[src/hw/rtl/mhnt_pkg.sv]
// ============================================================================
// MIDI hanging note tracker package
// Shared types and codes for the controller, the datapath and the top level.
// ============================================================================
package mhnt_pkg;

    // Result kinds.
    localparam logic [1:0] KIND_TAKEN   = 2'd0;
    localparam logic [1:0] KIND_IGNORED = 2'd1;
    localparam logic [1:0] KIND_CLOSE   = 2'd2;
    localparam logic [1:0] KIND_DONE    = 2'd3;

    // Item commands.
    localparam logic CMD_EVENT = 1'b0;
    localparam logic CMD_DRAIN = 1'b1;

    // MIDI message types (status high nibble).
    localparam logic [3:0] MSG_NOTE_OFF = 4'h8;
    localparam logic [3:0] MSG_NOTE_ON  = 4'h9;
    localparam logic [3:0] MSG_SYSTEM   = 4'hF;

    // Byte counts.
    localparam logic [1:0] LEN_NONE = 2'd0;
    localparam logic [1:0] LEN_TWO  = 2'd2;
    localparam logic [1:0] LEN_FULL = 2'd3;

    typedef enum logic [1:0] {
        ST_IDLE,
        ST_CLEAR,
        ST_EVENT,
        ST_SCAN
    } ctrl_state_t;

    // Commands from the controller to the datapath.
    typedef struct packed {
        logic ev_load;    // latch an event beat and read its counter
        logic ev_commit;  // write the updated counter and present the result
        logic clr_write;  // clear one counter of the reset sweep
        logic scan_start; // restart the drain scan at the first counter
        logic scan_run;   // advance the drain scan by one counter
    } dp_cmd_t;

    // Status from the datapath to the controller.
    typedef struct packed {
        logic clr_last;   // the sweep is at the last counter
        logic chk_hit;    // the checked counter is nonzero
        logic chk_end;    // the checked counter is the last one
    } dp_stat_t;

endpackage

[src/hw/rtl/mhnt_ctrl.sv]
// ============================================================================
// MIDI hanging note tracker controller
// Sequences the reset sweep, event read-modify-write and drain scans.
// ============================================================================
module mhnt_ctrl
(
    input  logic               clk,
    input  logic               rst_n,
    input  logic               start,
    input  logic               cmd,
    input  mhnt_pkg::dp_stat_t stat,
    output mhnt_pkg::dp_cmd_t  ctl,
    output logic               busy
);

    mhnt_pkg::ctrl_state_t state_reg;
    mhnt_pkg::ctrl_state_t state_next;

    always_ff @(posedge clk or negedge rst_n)
    begin
        if (!rst_n)
        begin
            state_reg <= mhnt_pkg::ST_CLEAR;
        end
        else
        begin
            state_reg <= state_next;
        end
    end

    always_comb
    begin
        state_next = state_reg;
        ctl        = '0;
        busy       = 1'b1;
        case (state_reg)
            mhnt_pkg::ST_IDLE:
            begin
                busy = 1'b0;
                if (start)
                begin
                    if (cmd == mhnt_pkg::CMD_DRAIN)
                    begin
                        ctl.scan_start = 1'b1;
                        state_next     = mhnt_pkg::ST_SCAN;
                    end
                    else
                    begin
                        ctl.ev_load = 1'b1;
                        state_next  = mhnt_pkg::ST_EVENT;
                    end
                end
            end
            mhnt_pkg::ST_CLEAR:
            begin
                ctl.clr_write = 1'b1;
                if (stat.clr_last)
                begin
                    state_next = mhnt_pkg::ST_IDLE;
                end
            end
            mhnt_pkg::ST_EVENT:
            begin
                ctl.ev_commit = 1'b1;
                state_next    = mhnt_pkg::ST_IDLE;
            end
            mhnt_pkg::ST_SCAN:
            begin
                ctl.scan_run = 1'b1;
                if (stat.chk_hit || stat.chk_end)
                begin
                    state_next = mhnt_pkg::ST_IDLE;
                end
            end
            default:
            begin
                state_next = mhnt_pkg::ST_IDLE;
            end
        endcase
    end

    // An event always finishes its read-modify-write in the event state and returns straight to idle.
    a_event_one_cycle: assert property (@(posedge clk) disable iff (!rst_n)
        (state_reg == mhnt_pkg::ST_EVENT) |=> (state_reg == mhnt_pkg::ST_IDLE))
        else $error("event state did not return to idle");

endmodule

[config.mk]
export PLATFORM = sky130hd
export DESIGN_NAME = mhnt_ctrl
export DESIGN_NICKNAME = d
export VERILOG_FILES = /design/src/hw/rtl/mhnt_pkg.sv /design/src/hw/rtl/mhnt_ctrl.sv
export SDC_FILE = /design/constraint.sdc
export NUM_CORES = 1
export LEC_CHECK = 0
export ABC_CLOCK_PERIOD_IN_PS = 1100
export BUFFER_PORTS_ARGS = -buffer_cell sky130_fd_sc_hd__buf_2
export CORE_AREA = 3 3 40 42
export DETAILED_ROUTE_END_ITERATION = 12
export DIE_AREA = 0 0 43 45
export PLACE_DENSITY_LB_ADDON = 0.1
export SLEW_MARGIN = 30
export SYNTH_ARGS = -nofsm -noshare
export SYNTH_HDL_FRONTEND = slang
export SYNTH_SLANG_ARGS = --single-unit
[constraint.sdc]
create_clock -name clk -period 1.1 [get_ports clk]
set_clock_uncertainty 0.1 [all_clocks]
set_input_delay 0.22 -clock clk [delete_from_list [all_inputs] [get_ports clk]]
set_output_delay 0.22 -clock clk [all_outputs]
set_load 0.05 [all_outputs]
==> summary.txt <==
Status
  • Status: finished, violations left
  • Violated checks: setup timing

Worst hold path
  • WHS Path Cells: 3
  • Hold Path Class: in -> reg

Global route
  • Initial antenna violation count: 0
  • Congestion Overflow GR: 0
  • First-pass GRT wire length: 876 microns
  • Tot GR Track Use: 6.495%
  • Pin count of the biggest net entering global routing: 7
  • Vias in the first global route: 198

Routing
  • Wire length per cell: 9.820 microns
  • DRT iter0 DRCs: 2
  • DR pass1 iterations: 2
  • Post-route ant nets: 0
  • Via density: 3.540
  • Drt total wl: 491 microns
  • DRC Markers: 0
  • Via count: 177

Clock network
  • CTS buffer count: 3
  • Clock Tree Buf Depth: 2
  • Later-pin clock latency in the skew report: 0.23 ns
  • Clock root cell: clkbuf_4
  • H-tree Lvls: 1
  • Clock Pin Slew Worst Setup and Hold Paths: 0.04 ns
  • TritonCTS clock tree: built
  • # clock sinks: 2

Yosys
  • Yosys warns: 0
  • Synth cell types: 11
  • Simple logic cell fraction of the synthesized area: 47.37%
  • Synth area leaders: dfstp_2 (18%), dfrtp_1 (18%), nor4bb_4 (18%)
  • Synth Register Bits: 2
  • Post-Synth XOR/XNOR Area: 0%
  • Mapped Area: 142.6 sq um
  • Synth Net Count: 20
  • Compound-cell area share of the yosys netlist: 11.40%
  • Top cell type's share of synthesized area: 18.42%
  • Syn avg cell area: 10.97 sq um
  • Mux cell area share after synthesis: 0%
  • Post-Synthesis Cells: 13
  • Seq/Total Area, Yosys: 35.96%
  • Post-synth top area cell: dfstp_2
  • Adder-cell area share of the yosys netlist: 0%
  • Largest family of logic cells by synthesized area: simple AND/OR/NAND/NOR gates

STA
  • RSZ-0062 raised after global routing: true
  • Final hold vios: 0
  • Relative slew slack: 83.31%
  • Minimum clock period: 1.527 ns
  • Count of final setup violators: 8
  • Final worst slack: -0.4266 ns
  • Slew @ Worst Pin: 0.2500 ns
  • Tcrit/Tclk final: 138.8%
  • Final Max Slew Viols: 0
  • Highest Clock Rate: 655.0 MHz

Layout
  • P&R area growth vs syn: 162.3%
  • Util after Layout: 29.11%
  • Max reg flops: 2
  • Most common cell after layout, fill and taps aside: buf_2
  • Nets: 43
  • Most frequent cells in the layout: buf_2 (6), buf_4 (5), buf_6 (4), clkbuf_4 (3), buf_8 (2)
  • Design area: 374.1 sq um
  • Layout cells sized above 1: 82.86%
  • Antenna diodes: 0
  • Filler cell count: 142

Placed design
  • PortBufs: 12
  • Gpl congestion: 0.6255
  • Post-DP Area: 280.3 sq um
  • Post-DP HPWL: 393.5 microns

Floorplanning
  • Initial Utilization: 11.10%
  • I/O pins: 13
  • Number of core rows: 13
  • Die height: 45 microns
  • Die W: 43 microns
  • Core area: 0.001285 sq mm
  • Die ar.: 0.001935 sq mm

Worst setup path
  • Critical setup path kind: reg -> out
  • CP Data Required Time: 0.78 ns
  • WP data arrival: 1.21 ns
  • Worst Path Max Fanout: 5
  • Startpoint Class: flip-flop
  • Crit. End Element: output pin
  • R2R cell count: 5

Power
  • Lkg Pwr: 0.0001938 uW
  • Final Power: 677.5 uW
  • Seq pwr share: 19.1%
  • Pwr Density: 1811 mW/mm^2
  • Sw frac: 41.19%
  • VDD IR max: 0.9729 mV
  • Switching pwr: 279.1 uW
  • Clock network power share: 27.0%
  • Combinational share of power: 53.8%
  • Int Pwr: 398.4 uW

Job
  • MaxCap Viol Count: 0
area by class of cell:
type	instances	area, sq um	area share (%)
repair buffers	18	152.6	40.80
multi-input cells	9	113.9	30.43
flip-flops and latches	2	52.55	14.05
clock buffers	4	26.28	7.023
well taps	15	18.77	5.017
inverters	2	10.01	2.676
per-layer routing:
layer / global-route usage (%) / routed length, microns
met2: 10.18 / 228
met1: 6.988 / 207
met3: 4.781 / 56
met5: 0 / 0
met4: 1.807 / 0
cells in the mapped netlist:
cell,n
nor3b_1,1
and4bb_1,1
inv_1,2
a211o_1,1
dfrtp_1,1
and2_1,1
nor2b_1,2
dfstp_2,1
a21o_1,1
nor4bb_4,1
nor2_1,1
logic make-up after synthesis:
logic type             after synthesis
AOI/OAI and AO/OA                    2
buffers and inverters                2
DFF                                  2
and+or+nand+nor                      7
critical path: stages, from the launching register on:
cell and delay (ns):
dfrtp_2 0.45, nor2_4 0.13, inv_4 0.05, nor3b_4 0.17, buf_6 0.18
power by group through the flow:
stage | clock network, uW | logic (uW) | registers (uW)
2_1_floorplan | 0 | 207 | 124
3_3_place_gp | 0 | 287 | 127
3_5_place_dp | 0 | 287 | 130
4_1_cts | 188 | 340 | 130
5_1_grt | 210 | 380 | 133
6_report | 183 | 365 | 130
repair_timing:
item	in CTS	in global routing
hold buffers	1	0
pin swaps	1	0
endpoints found under the hold margin	2	0
endpoints found under the setup margin	8	8
setup buffers	0	1
resized for setup	12	3
metrics by stage:
| stage | hold WS, ns | TNS, ns | setup WS (ns) | std cells |
|---|---|---|---|---|
| after global placement | -0.08953 | -1.535 | -0.2694 | 44 |
| after global routing | 0.1738 | -2.965 | -0.4932 | 50 |
| after floorplan | -0.1756 | -1.708 | -0.3893 | 13 |
| after CTS | 0.1719 | -2.644 | -0.4366 | 49 |
| final | 0.1701 | -2.562 | -0.4266 | 50 |
| after detailed placement | -0.09085 | -1.595 | -0.2867 | 44 |
final timing paths:
path | slack (ns) | start | endpoint
max reg2reg | -0.22 | state_reg[1] | state_reg[0]
max in group asynchronous | 0.50 | rst_n | state_reg[0]
min in group asynchronous | 0.20 | rst_n | state_reg[1]
min | 0.17 | stat[2] | state_reg[0]
max | -0.43 | state_reg[1] | ctl[4]
min reg2reg | 0.60 | state_reg[1] | state_reg[1]
Power figures use the tool's default switching activity.
